<file path="src/rtl/core/ssu_pkg.sv">
// Shared types, constants and a helper function of the sequence residue sanitizer.
// Used by the channel interfaces, the datapath modules and the checker.
`default_nettype none

package ssu_pkg;

  localparam int unsigned MAX_RECORD_LEN = 1048576;
  localparam int unsigned CountW         = 21;
  localparam int unsigned CharW          = 8;
  localparam int unsigned CfgIdxW        = 8;
  localparam int unsigned CfgDataW       = 32;

  localparam logic [CfgIdxW-1:0] REG_MOLECULE   = 8'd0;
  localparam logic [CfgIdxW-1:0] REG_MIN_LENGTH = 8'd1;

  typedef enum logic [1:0] {
    MOL_PROTEIN = 2'd0,
    MOL_DNA     = 2'd1,
    MOL_RRNA    = 2'd2,
    MOL_UNKNOWN = 2'd3
  } mol_e;

  typedef enum logic [2:0] {
    ST_OK          = 3'd0,
    ST_HALF_AMBIG  = 3'd1,
    ST_MANY_REPL   = 3'd2,
    ST_MOSTLY_AMBIG = 3'd3,
    ST_BAD_CHAR    = 3'd4,
    ST_BAD_MOL     = 3'd5,
    ST_TOO_SHORT   = 3'd6
  } status_e;

  typedef struct packed {
    logic [CharW-1:0] clean_char;
    logic             is_ambig;
    logic             is_repl;
    logic             is_bad;
  } ssu_class_t;

  typedef struct packed {
    logic [CharW-1:0]  clean_char;
    logic              record_end;
    status_e           record_status;
    logic [CountW-1:0] ambiguous_count;
    logic [CountW-1:0] replaced_count;
    logic [CountW-1:0] record_length;
  } ssu_result_t;

  // IUPAC code to representative base, zero for N and for any byte that is no mapped IUPAC code
  function automatic logic [CharW-1:0] iupac_base(input logic [CharW-1:0] c);
    logic [CharW-1:0] b;
    b = '0;
    case (c)
      "R", "W", "M", "D", "H", "V": b = "A";
      "Y", "B":                     b = "C";
      "S", "K":                     b = "G";
      default:                      b = '0;
    endcase
    return b;
  endfunction

endpackage

`default_nettype wire

</file>
<file path="src/rtl/core/ssu_if.sv">
// Valid/ready channel interfaces of the sequence residue sanitizer.
// Depends on ssu_pkg for field widths.
`default_nettype none

interface ssu_in_if import ssu_pkg::*; ();
  logic             valid;
  logic             ready;
  logic [CharW-1:0] seq_char;
  logic             last_char;
  modport source(output valid, seq_char, last_char, input ready);
  modport sink(input valid, seq_char, last_char, output ready);
endinterface

interface ssu_out_if import ssu_pkg::*; ();
  logic              valid;
  logic              ready;
  logic [CharW-1:0]  clean_char;
  logic              record_end;
  logic [2:0]        record_status;
  logic [CountW-1:0] ambiguous_count;
  logic [CountW-1:0] replaced_count;
  logic [CountW-1:0] record_length;
  modport source(output valid, clean_char, record_end, record_status, ambiguous_count,
                 replaced_count, record_length, input ready);
  modport sink(input valid, clean_char, record_end, record_status, ambiguous_count,
               replaced_count, record_length, output ready);
endinterface

interface ssu_cfg_if import ssu_pkg::*; ();
  logic                valid;
  logic                ready;
  logic [CfgIdxW-1:0]  index;
  logic [CfgDataW-1:0] data;
  modport source(output valid, index, data, input ready);
  modport sink(input valid, index, data, output ready);
endinterface

`default_nettype wire

</file>
<file path="src/rtl/core/ssu_classify.sv">
// Per-character classification: upper-casing, alphabet check, ambiguity and IUPAC map.
// Depends on ssu_pkg.
`default_nettype none

module ssu_classify import ssu_pkg::*; (
  input  logic [CharW-1:0] char_i,
  input  mol_e             mol_i,
  output ssu_class_t       cls_o
);

  logic [CharW-1:0] up;
  logic [CharW-1:0] base;
  logic             prot_ok;
  logic             nucl_ok;
  logic             ambig;

  always_comb begin
    up      = (char_i inside {["a":"z"]}) ? char_i - 8'd32 : char_i;
    base    = iupac_base(up);
    prot_ok = up inside {["A":"I"], ["K":"N"], ["P":"Z"], ".", "-", "*"};
    nucl_ok = up inside {"-", "A", "C", "G", "T", "U", "."};
    ambig   = (up == "X") || (up == "N");

    cls_o.clean_char = up;
    cls_o.is_ambig   = 1'b0;
    cls_o.is_repl    = 1'b0;
    cls_o.is_bad     = 1'b0;
    case (mol_i)
      MOL_PROTEIN: begin
        cls_o.is_bad = !prot_ok;
      end
      MOL_DNA, MOL_RRNA: begin
        if (nucl_ok) begin
          cls_o.is_bad = 1'b0;
        end else if (ambig) begin
          cls_o.is_ambig = 1'b1;
        end else if (mol_i == MOL_DNA && base != '0) begin
          cls_o.clean_char = base;
          cls_o.is_repl    = 1'b1;
        end else begin
          cls_o.is_bad = 1'b1;
        end
      end
      default: begin
        cls_o.is_bad = 1'b0;
      end
    endcase
  end

endmodule

`default_nettype wire

</file>
<file path="src/rtl/core/ssu_record_stats.sv">
// Record counters, end-of-record status and the result register.
// Depends on ssu_pkg.
`default_nettype none

module ssu_record_stats import ssu_pkg::*; #(
  parameter int unsigned MaxRecordLen = MAX_RECORD_LEN
) (
  input  logic              clk_i,
  input  logic              rst_ni,
  input  logic              adv_i,
  input  ssu_class_t        cls_i,
  input  logic              last_i,
  input  mol_e              mol_i,
  input  logic [CountW-1:0] min_len_i,
  input  logic              out_ready_i,
  output logic              take_o,
  output logic              res_valid_o,
  output ssu_result_t       res_o
);

  localparam int unsigned LenCapInt = (MaxRecordLen < 2097151) ? MaxRecordLen : 2097151;
  localparam logic [CountW-1:0] LenCap = CountW'(LenCapInt);

  logic [CountW-1:0] len_q, len_d, amb_q, amb_d, rep_q, rep_d;
  logic              bad_q, bad_d;
  logic              res_valid_q, res_valid_d;
  ssu_result_t       res_q, res_d;

  logic [CountW-1:0] len_n, amb_n, rep_n;
  logic              bad_n;
  logic [CountW+1:0] amb_x4, len_x3;
  logic [CountW+3:0] rep_x10;
  status_e           status;

  always_comb begin
    len_n = (len_q < LenCap) ? len_q + 1'b1 : len_q;
    amb_n = (cls_i.is_ambig && amb_q < LenCap) ? amb_q + 1'b1 : amb_q;
    rep_n = (cls_i.is_repl && rep_q < LenCap) ? rep_q + 1'b1 : rep_q;
    bad_n = bad_q | cls_i.is_bad;

    amb_x4  = {amb_n, 2'b00};
    len_x3  = {2'b00, len_n} + {1'b0, len_n, 1'b0};
    rep_x10 = {1'b0, rep_n, 3'b000} + {3'b000, rep_n, 1'b0};

    if (!last_i)                             status = ST_OK;
    else if (len_n < min_len_i)              status = ST_TOO_SHORT;
    else if (mol_i == MOL_UNKNOWN)           status = ST_BAD_MOL;
    else if (bad_n)                          status = ST_BAD_CHAR;
    else if (amb_x4 >= len_x3)               status = ST_MOSTLY_AMBIG;
    else if (rep_x10 > {4'b0000, len_n})     status = ST_MANY_REPL;
    else if ({amb_n, 1'b0} > {1'b0, len_n})  status = ST_HALF_AMBIG;
    else                                     status = ST_OK;
  end

  assign take_o = !res_valid_q || out_ready_i;

  always_comb begin
    len_d = len_q;
    amb_d = amb_q;
    rep_d = rep_q;
    bad_d = bad_q;
    res_d = res_q;
    if (adv_i) begin
      len_d = last_i ? '0 : len_n;
      amb_d = last_i ? '0 : amb_n;
      rep_d = last_i ? '0 : rep_n;
      bad_d = last_i ? 1'b0 : bad_n;
      res_d.clean_char      = cls_i.clean_char;
      res_d.record_end      = last_i;
      res_d.record_status   = status;
      res_d.ambiguous_count = amb_n;
      res_d.replaced_count  = rep_n;
      res_d.record_length   = len_n;
    end
    res_valid_d = adv_i || (res_valid_q && !out_ready_i);
  end

  always_ff @(posedge clk_i or negedge rst_ni) begin
    if (!rst_ni) begin
      len_q       <= '0;
      amb_q       <= '0;
      rep_q       <= '0;
      bad_q       <= 1'b0;
      res_valid_q <= 1'b0;
    end else begin
      len_q       <= len_d;
      amb_q       <= amb_d;
      rep_q       <= rep_d;
      bad_q       <= bad_d;
      res_valid_q <= res_valid_d;
    end
  end

  always_ff @(posedge clk_i) begin
    res_q <= res_d;
  end

  assign res_valid_o = res_valid_q;
  assign res_o       = res_q;

endmodule

`default_nettype wire

</file>
<file path="src/rtl/core/sequence_residue_sanitizer_unit.sv">
// Sequence residue sanitizer, top level: config registers, input register, datapath.
// An input beat passes the input register, then the result register, before its result beat.
// Throughput: one character per cycle while out_o.ready stays high; with both registers full,
// in_i.ready follows out_o.ready. Reset clears config, record counters and both valid flags.
// Depends on ssu_pkg, ssu_if, ssu_classify and ssu_record_stats.
`default_nettype none

module sequence_residue_sanitizer_unit import ssu_pkg::*; #(
  parameter int unsigned MaxRecordLen = MAX_RECORD_LEN
) (
  input  logic       clk_i,
  input  logic       rst_ni,
  ssu_cfg_if.sink    cfg_i,
  ssu_in_if.sink     in_i,
  ssu_out_if.source  out_o
);

  mol_e              mol_q;
  logic [CountW-1:0] min_len_q;

  logic              s1_valid_q, s1_valid_d;
  logic [CharW-1:0]  s1_char_q;
  logic              s1_last_q;

  logic              in_accept;
  logic              take;
  logic              adv;
  logic              res_valid;
  ssu_class_t        cls;
  ssu_result_t       res;

  assign cfg_i.ready = 1'b1;

  always_ff @(posedge clk_i or negedge rst_ni) begin
    if (!rst_ni) begin
      mol_q     <= MOL_PROTEIN;
      min_len_q <= '0;
    end else if (cfg_i.valid && cfg_i.ready) begin
      case (cfg_i.index)
        REG_MOLECULE:   mol_q     <= mol_e'(cfg_i.data[1:0]);
        REG_MIN_LENGTH: min_len_q <= cfg_i.data[CountW-1:0];
        default:        ;
      endcase
    end
  end

  assign adv        = s1_valid_q && take;
  assign in_i.ready = !s1_valid_q || take;
  assign in_accept  = in_i.valid && in_i.ready;
  assign s1_valid_d = in_accept || (s1_valid_q && !adv);

  always_ff @(posedge clk_i or negedge rst_ni) begin
    if (!rst_ni) begin
      s1_valid_q <= 1'b0;
    end else begin
      s1_valid_q <= s1_valid_d;
    end
  end

  always_ff @(posedge clk_i) begin
    if (in_accept) begin
      s1_char_q <= in_i.seq_char;
      s1_last_q <= in_i.last_char;
    end
  end

  ssu_classify u_classify (
    .char_i (s1_char_q),
    .mol_i  (mol_q),
    .cls_o  (cls)
  );

  ssu_record_stats #(
    .MaxRecordLen (MaxRecordLen)
  ) u_stats (
    .clk_i       (clk_i),
    .rst_ni      (rst_ni),
    .adv_i       (adv),
    .cls_i       (cls),
    .last_i      (s1_last_q),
    .mol_i       (mol_q),
    .min_len_i   (min_len_q),
    .out_ready_i (out_o.ready),
    .take_o      (take),
    .res_valid_o (res_valid),
    .res_o       (res)
  );

  assign out_o.valid           = res_valid;
  assign out_o.clean_char      = res.clean_char;
  assign out_o.record_end      = res.record_end;
  assign out_o.record_status   = res.record_status;
  assign out_o.ambiguous_count = res.ambiguous_count;
  assign out_o.replaced_count  = res.replaced_count;
  assign out_o.record_length   = res.record_length;

endmodule

`default_nettype wire

</file>
<file path="src/flat_wrapper.sv">
// flat-port wrapper written by rule: the top's interface ports become plain ports
module sequence_residue_sanitizer_unit_flat import ssu_pkg::*;
#(
  parameter int unsigned MaxRecordLen = MAX_RECORD_LEN
)
  (clk_i, rst_ni, cfg_i_valid, cfg_i_index, cfg_i_data, cfg_i_ready, in_i_valid, in_i_seq_char, in_i_last_char, in_i_ready, out_o_valid, out_o_clean_char, out_o_record_end, out_o_record_status, out_o_ambiguous_count, out_o_replaced_count, out_o_record_length, out_o_ready);
  ssu_cfg_if cfg_i_i ();
  ssu_in_if in_i_i ();
  ssu_out_if out_o_i ();
  input  logic clk_i;
  input  logic rst_ni;
  input wire logic [$bits(cfg_i_i.valid)-1:0] cfg_i_valid;
  input wire logic [$bits(cfg_i_i.index)-1:0] cfg_i_index;
  input wire logic [$bits(cfg_i_i.data)-1:0] cfg_i_data;
  output wire logic [$bits(cfg_i_i.ready)-1:0] cfg_i_ready;
  input wire logic [$bits(in_i_i.valid)-1:0] in_i_valid;
  input wire logic [$bits(in_i_i.seq_char)-1:0] in_i_seq_char;
  input wire logic [$bits(in_i_i.last_char)-1:0] in_i_last_char;
  output wire logic [$bits(in_i_i.ready)-1:0] in_i_ready;
  output wire logic [$bits(out_o_i.valid)-1:0] out_o_valid;
  output wire logic [$bits(out_o_i.clean_char)-1:0] out_o_clean_char;
  output wire logic [$bits(out_o_i.record_end)-1:0] out_o_record_end;
  output wire logic [$bits(out_o_i.record_status)-1:0] out_o_record_status;
  output wire logic [$bits(out_o_i.ambiguous_count)-1:0] out_o_ambiguous_count;
  output wire logic [$bits(out_o_i.replaced_count)-1:0] out_o_replaced_count;
  output wire logic [$bits(out_o_i.record_length)-1:0] out_o_record_length;
  input wire logic [$bits(out_o_i.ready)-1:0] out_o_ready;
  assign cfg_i_i.valid = cfg_i_valid;
  assign cfg_i_i.index = cfg_i_index;
  assign cfg_i_i.data = cfg_i_data;
  assign cfg_i_ready = cfg_i_i.ready;
  assign in_i_i.valid = in_i_valid;
  assign in_i_i.seq_char = in_i_seq_char;
  assign in_i_i.last_char = in_i_last_char;
  assign in_i_ready = in_i_i.ready;
  assign out_o_valid = out_o_i.valid;
  assign out_o_clean_char = out_o_i.clean_char;
  assign out_o_record_end = out_o_i.record_end;
  assign out_o_record_status = out_o_i.record_status;
  assign out_o_ambiguous_count = out_o_i.ambiguous_count;
  assign out_o_replaced_count = out_o_i.replaced_count;
  assign out_o_record_length = out_o_i.record_length;
  assign out_o_i.ready = out_o_ready;
  sequence_residue_sanitizer_unit #(.MaxRecordLen(MaxRecordLen)) u_core (.clk_i(clk_i), .rst_ni(rst_ni), .cfg_i(cfg_i_i), .in_i(in_i_i), .out_o(out_o_i));
endmodule
</file>
<file path="config.mk">
export PLATFORM = sky130hd
export DESIGN_NAME = sequence_residue_sanitizer_unit_flat
export DESIGN_NICKNAME = d
export VERILOG_FILES = /design/src/rtl/core/ssu_pkg.sv /design/src/rtl/core/ssu_if.sv /design/src/rtl/core/ssu_classify.sv /design/src/rtl/core/ssu_record_stats.sv /design/src/rtl/core/sequence_residue_sanitizer_unit.sv /design/src/flat_wrapper.sv
export SDC_FILE = /design/constraint.sdc
export NUM_CORES = 1
export LEC_CHECK = 0
export BUFFER_PORTS_ARGS = -buffer_cell sky130_fd_sc_hd__buf_2
export CORE_ASPECT_RATIO = 0.7
export CORE_MARGIN = 2
export CORE_UTILIZATION = 35
export CTS_CLUSTER_DIAMETER = 60
export CTS_CLUSTER_SIZE = 24
export DETAILED_ROUTE_END_ITERATION = 16
export MAX_ROUTING_LAYER = met4
export PLACE_DENSITY = 0.6
export SLEW_MARGIN = 20
export SYNTH_ARGS = -nofsm -noshare
export SYNTH_HDL_FRONTEND = slang
export SYNTH_SLANG_ARGS = --single-unit
</file>
<file path="constraint.sdc">
create_clock -name clk_i -period 19 [get_ports clk_i]
set_input_delay 0 -clock clk_i [delete_from_list [all_inputs] [get_ports clk_i]]
set_output_delay 0 -clock clk_i [all_outputs]
set_load 0.01 [all_outputs]
</file>
==> results of run 1 <==
[timing repair]
action,CTS,global route
hold buffers,39,0
gates resized for setup,0,0
endpoints found under the hold margin,51,0
buffers inserted,0,0
[flip-flops by register name (all words and copies together), names as in the netlist]
signal,count
u_core.u_stats.res_o,75
u_core.min_len_q,21
u_core.u_stats.amb_q,21
u_core.u_stats.len_q,21
u_core.u_stats.rep_q,21
u_core.s1_char_q,8
u_core.mol_q,2
u_core.s1_last_q,1
u_core.s1_valid_q,1
u_core.u_stats.bad_q,1
u_core.u_stats.res_valid_o,1
[per-stage QoR]
stage,instance area [um2],hold WS (ns)
after floorplan,12000,-0.296
after global placement,13100,-0.110
after detailed placement,13100,-0.108
after CTS,14100,0.224
after global routing,14100,0.243
final,14100,0.252
[power breakdown]
| group | switching (mW) | internal [mW] |
|---|---|---|
| Combinational | 0.0937 | 0.0592 |
| Clock | 0.166 | 0.183 |
| Sequential | 0.0104 | 0.413 |
| Total | 0.270 | 0.655 |
[worst max-delay path: cells and delay by family (launching register included)]
family,cells,cell delay [ns]
fa+ha+maj,2,0.52
xor+xnor,2,0.76
compound gates,13,2.84
mux,1,0.10
simple gates,7,2.47
flops,1,0.63
[metal layers]
| layer | vias up | part of all wire [%] |
|---|---|---|
| met5 | - | 0 |
| met4 | 0 | 0.80 |
| met3 | 16 | 6.8 |
| met2 | 248 | 40 |
| met1 | 4676 | 52 |
| li1 | 4829 | - |
[synthesized netlist by cell type (all sizes together) (4+ instances only)]
cell / n
a31oi: 16
o21bai: 13
or3: 4
mux2: 23
nor2: 56
xor2: 44
a41o: 4
nor4: 8
a22o: 19
and4: 7
buf: 12
nand2b: 19
a21o: 25
o21a: 11
a21boi: 4
nand4: 29
a21oi: 55
and3: 20
o311ai: 5
o21ai: 93
ha: 127
dfrtp: 89
inv: 72
nand3: 44
nor3b: 4
xnor2: 52
o31ai: 23
a31o: 4
nor3: 30
nor2b: 21
clkbuf: 35
a41oi: 4
edfxtp: 84
nand2: 110
and2: 9
mux2i: 4
a211oi: 6
[final cells by class]
cell class	instances	area (um2)	share of cell area [%]
Clock inverter	11	96.3	0.684
Clock buffer	21	472	3.35
Inverter	72	273	1.94
Tap cell	464	581	4.12
Timing Repair Buffer	168	1070	7.58
Sequential cell	173	4750	33.7
Multi-Input combinational cell	943	6840	48.6
[cells in the final DEF, fill, tap and decap left out, types with 21 or more instances in the layout]
master | netlist | final
xnor2_1 | 52 | 52
dlygate4sd3_1 | 0 | 39
nor2b_1 | 21 | 21
xor2_1 | 43 | 43
nor2_1 | 56 | 55
inv_1 | 72 | 71
a21o_1 | 25 | 25
o21ai_0 | 89 | 89
o31ai_1 | 23 | 23
nand4_1 | 29 | 29
nand2_1 | 110 | 110
nand3_1 | 43 | 42
buf_2 | 5 | 118
nor3_1 | 28 | 28
ha_1 | 127 | 127
a21oi_1 | 53 | 53
edfxtp_1 | 84 | 84
mux2_2 | 22 | 22
dfrtp_1 | 89 | 89
[logic make-up after synthesis]
logic type | Yosys count | share of synthesized area [%]
AND/OR/NAND/NOR | 377 | 16.1
AO/OA/AOI/OAI | 313 | 17.5
flip-flops | 173 | 39.4
adder cells (fa/ha/maj) | 129 | 13.5
buffers and inverters | 119 | 3.92
XOR/XNOR | 96 | 7.04
multiplexers | 27 | 2.51
other | 1 | 0.0311
[worst paths after layout]
| path | cells after the start | slack, ns | end | startpoint |
|---|---|---|---|---|
| max | 25 | 11.40 | u_core.u_stats.res_o[64]$_SDFFCE_PN0P_ | u_core.s1_char_q[1]$_DFFE_PP_ |
| min | 2 | 0.25 | u_core.s1_char_q[0]$_DFFE_PP_ | in_i_seq_char[0] |
| max reg2reg | 25 | 11.40 | u_core.u_stats.res_o[64]$_SDFFCE_PN0P_ | u_core.s1_char_q[1]$_DFFE_PP_ |
| min reg2reg | 1 | 0.50 | u_core.u_stats.res_valid_o$_DFF_PN0_ | u_core.s1_valid_q$_DFF_PN0_ |
| max in group asynchronous | 3 | 17.71 | u_core.min_len_q[4]$_DFFE_PN0P_ | rst_ni |
| min in group asynchronous | 3 | 0.26 | u_core.u_stats.amb_q[14]$_DFFE_PN0P_ | rst_ni |
==> flow_summary.ini, run 1 <==
[layout]
final_util_pct = 41.8
diodes = 0
fin_cells = 1852
drive_gt1_share_pct = 14.8
fillers = 3312
final_nets = 1558
area_growth_pct = 16.9

[cts]
cts_buffers = 17
clkTransAtPathRegs_ns = 0.07
cts-root-buf = clkbuf_16
h-tree-depth = 4
cts_num_sinks = 173
clk_latency_ns = 0.45
cts_max_path_buffers = 2
cts_tree = done

[logic_synthesis]
yosys-top-cells-area = edfxtp_1, dfrtp_1, ha_1, xnor2_1, o21ai_0
synth-edff-count = 84
syn-num-nets = 1418
synth_seq_cells = 173
synth_cell_types = 88
ys_dominant_reg_cell = dfrtp_1
ys_async_sr_fraction_pct = 51.4
synth_seq_area_share_pct = 39.4
syn_area_um2 = 12000
synthCells = 1235
netlist.area_leader.share_pct = 20.9
synth_area_leader_cell = edfxtp_1
synth.avg_cell_area_um2 = 9.75
synth_warnings = 0

[floorplanning]
ios = 132
dieArea_um2 = 35900
dieWidth_um = 226
rows = 56
core_area_um2 = 33700
start_util_pct = 35.7
die_h_um = 159

[global_route]
grt_pass1_vias = 9052
grt_max_degree = 73
antenna_found_initial = 0
gr-usage-all-layers_pct = 18.5
overflow = 0
grt_util_met3_pct = 4.39
grt_pass1_wl_mm = 50.9
use_met1_pct = 28.2
busiest_layer = met1
grt_use_met2_pct = 24.4

[sta]
max_freq_mhz = 131
worst_pin_slew_ns = 1.07
finalHoldViolCount = 0
maxSlewViolCount = 0
fin_crit_sh_pct = 40.0
rsz0062_at_grt = false
fin_tns_setup_ns = 0
setup-violations-final = 0
skew_ns = 0.00964
period_needed_ns = 7.60
max_slew_margin_pct = 28.1
setup_slack_ns = 11.40

[routing]
drcViolationCount = 0
dr.first_iter.drc_count = 926
dr.pass1.iters = 6
vias = 9769
wl_per_cell_um = 17.2
wirelength_mm = 31.9
antenna_left = 0
viasPerCell = 5.27

[power_and_ir_drop]
ir_worst_vdd_mv = 0.0405
leakagePower_nw = 6.40
p_per_area_nw_per_um2 = 65.6
totalPowerFinal_uw = 924

[flow_run]
cap_violations = 0

[placed_design]
post-place-ws_ns = 11.59
io_buffers = 119
dp.cells = 1781
gp_congestion = 0.899
dpl.hpwl_mm = 23.4

[setup_path]
crit_fanout = 18
end_kind = flop
startpoint_type = flop
arrival_ns = 7.79
path_class = reg -> reg
slowest_stage = or4b_4
cpPeakStageDelay_ns = 0.64
required_ns = 19.19

[hold_path]
hp-class = in -> reg

[run_status]
status = complete, no violations
(Power assumes the default switching activity.)
==> run 2: changes to the inputs <==
--- a/config.mk
+++ b/config.mk
@@ -5,6 +5,7 @@
 export SDC_FILE = /design/constraint.sdc
 export NUM_CORES = 1
 export LEC_CHECK = 0
+export ABC_AREA = 1
 export BUFFER_PORTS_ARGS = -buffer_cell sky130_fd_sc_hd__buf_2
 export CORE_ASPECT_RATIO = 0.7
 export CORE_MARGIN = 2
==> constraint.sdc (replaced) <==
create_clock -name clk_i -period 7.65 [get_ports clk_i]
set_input_delay 0 -clock clk_i [delete_from_list [all_inputs] [get_ports clk_i]]
set_output_delay 0 -clock clk_i [all_outputs]
set_load 0.01 [all_outputs]
==> flow_summary.ini, run 2 <==
[routing]
dr.pass1.iters = 5
vias = 9859
wl_per_cell_um = 15.7
drcViolationCount = 0
antenna_left = 0
wirelength_mm = 31.1
viasPerCell = 4.99
dr.first_iter.drc_count = 786

[logic_synthesis]
syn_area_um2 = 11700
netlist.area_leader.share_pct = 21.5
yosys.area_share.xor_xnor_pct = 6.42
synth-edff-count = 84
synth.avg_cell_area_um2 = 8.54
synth_area_leader_cell = edfxtp_1
synth_compound_area_share_pct = 12.0
synthTopCellsByCount = inv_1, nand2_1, ha_1
ys_dominant_reg_cell = dfrtp_1
synth_top_family_by_area = simple AND/OR/NAND/NOR gates
synth_warnings = 0
yosys-top-cells-area = edfxtp_1, dfrtp_1, ha_1, inv_1, nand2_1
synth_most_common_cell = inv_1
syn-num-nets = 1554
synth_seq_area_share_pct = 40.6
synth_fa_ha_area_share_pct = 13.9
synth_seq_cells = 173
synth_cell_types = 51
synthCells = 1371
ys_async_sr_fraction_pct = 51.4
synth-simple-area-share_pct = 19.0
muxShareOfSynthArea_pct = 0

[sta]
max_slew_margin_pct = 21.8
fin_tns_setup_ns = 0
maxSlewViolCount = 0
skew_ns = 0.0125
rsz0062_at_grt = false
period_needed_ns = 6.56
fin_crit_sh_pct = 85.8
max_freq_mhz = 152
setup_slack_ns = 1.09
setup-violations-final = 0
worst_pin_slew_ns = 1.16
finalHoldViolCount = 0
hold_ws_ns = 0.151

[setup_path]
r2r_end = u_core.u_stats.res_o[63]$_SDFFCE_PP0P_
worst_r2r_path_depth = 38
startpoint_type = flop
timing.rr.start = u_core.s1_char_q[1]$_DFFE_PP_
crit_fanout = 23
slowest_stage = nor3_1
required_ns = 7.85
end_kind = flop
path_class = reg -> reg
crit_path_frequent_cell = nand2_1
cpPeakStageDelay_ns = 0.61
arrival_ns = 6.77
r2r_setup_slack_ns = 1.09

[layout]
diodes = 0
final_area_um2 = 13700
largest_reg_flops = 75
mostFrequentLayoutCell = inv_1
drive_gt1_share_pct = 13.0
fin_cells = 1974
final_cell_mix = inv_1, nand2_1, ha_1
final_util_pct = 42.1
area_growth_pct = 17.4
final_nets = 1717

[placed_design]
gp_congestion = 0.921
post-place-ws_ns = 1.13
dpl.hpwl_mm = 23.5
placed_area_um2 = 12800
dp.cells = 1902
io_buffers = 119

[flow_run]
cap_violations = 0

[power_and_ir_drop]
leakagePower_nw = 6.77
swShare_pct = 30.5
p_int_mw = 1.65
p_clk_share_pct = 35.5
totalPowerFinal_mw = 2.38
pwr-share-comb_pct = 19.6
ir_worst_vdd_mv = 0.120
p_per_area_nw_per_um2 = 173
p_sw_uw = 725
power_frac_seq_pct = 44.9

[floorplanning]
core_area_um2 = 32600
dieArea_um2 = 35000
die_h_um = 157
rows = 55
ios = 132
start_util_pct = 35.9
dieWidth_um = 223

[global_route]
antenna_found_initial = 0
overflow = 0
gr-usage-all-layers_pct = 18.8
grt_max_degree = 78
grt_pass1_vias = 9286
grt_pass1_wl_mm = 49.9

[cts]
cts_buffers = 17
clk_latency_ns = 0.45
cts-root-buf = clkbuf_16
clkTransAtPathRegs_ns = 0.07
cts_tree = done
h-tree-depth = 4
cts_max_path_buffers = 2
cts_resized = 0
cts_num_sinks = 173

[run_status]
status = complete, no violations

[hold_path]
hp-class = in -> async
## run 2: worst max-delay path by stage
stage | startpoint | end | depth (start not counted)
floorplan | u_core.s1_char_q[1]$_DFFE_PP_ | u_core.u_stats.res_o[63]$_SDFFCE_PP0P_ | 39
global placement | u_core.s1_char_q[1]$_DFFE_PP_ | u_core.u_stats.res_o[63]$_SDFFCE_PP0P_ | 38
detailed placement | u_core.s1_char_q[1]$_DFFE_PP_ | u_core.u_stats.res_o[63]$_SDFFCE_PP0P_ | 38
CTS | u_core.s1_char_q[1]$_DFFE_PP_ | u_core.u_stats.res_o[63]$_SDFFCE_PP0P_ | 38
global route | u_core.s1_char_q[1]$_DFFE_PP_ | u_core.u_stats.res_o[63]$_SDFFCE_PP0P_ | 38
finish | u_core.s1_char_q[1]$_DFFE_PP_ | u_core.u_stats.res_o[63]$_SDFFCE_PP0P_ | 38
## run 2: routing by layer
metal,vias up,GRT usage [%],part of all wire (%)
met2,258,26.1,41
met4,0,4.31,0.94
met1,4602,27.8,52
li1,4982,-,-
met3,17,3.88,6.1
met5,-,-,0
## run 2: power groups by stage
| stage | combinational, mW | sequential (mW) | clock, mW |
|---|---|---|---|
| detailed placement | 0.451 | 1.09 | 0 |
| global route | 0.526 | 1.07 | 0.898 |
| floorplan | 0.253 | 1.11 | 0 |
| global placement | 0.448 | 1.09 | 0 |
| CTS | 0.471 | 1.07 | 0.862 |
| finish | 0.467 | 1.07 | 0.843 |
## run 2: critical path: cells and delay by family (launching register included)
family	cells	cell delay, ns
AO/OA/AOI/OAI	8	0.98
buffers and inverters	4	0.28
XOR/XNOR	2	0.50
AND/OR/NAND/NOR	22	3.34
adder cells (fa/ha/maj)	2	0.68
flip-flops	1	0.52
## run 2: cell families (layout without fill, tap and decap cells)
logic type	count (synthesis)	count (layout)
fa+ha+maj	129	129
flops	173	173
other cells	1	1
buf+inv	248	424
compound gates	242	242
xor+xnor	85	85
simple gates	493	493
## run 2: repair_timing
item	4_1_cts	5_1_grt
buffers inserted	0	0
hold buffers	40	0
endpoints found under the hold margin	79	0
## run 2: area by class of cell
cell class | count | area (um2)
multi-input combinational | 950 | 6010
clock buffer | 18 | 429
clock inverter | 14 | 118
fill | 3304 | 18900
sequential | 173 | 4750
timing repair buffer | 165 | 1040
inverter | 227 | 855
tap | 427 | 534
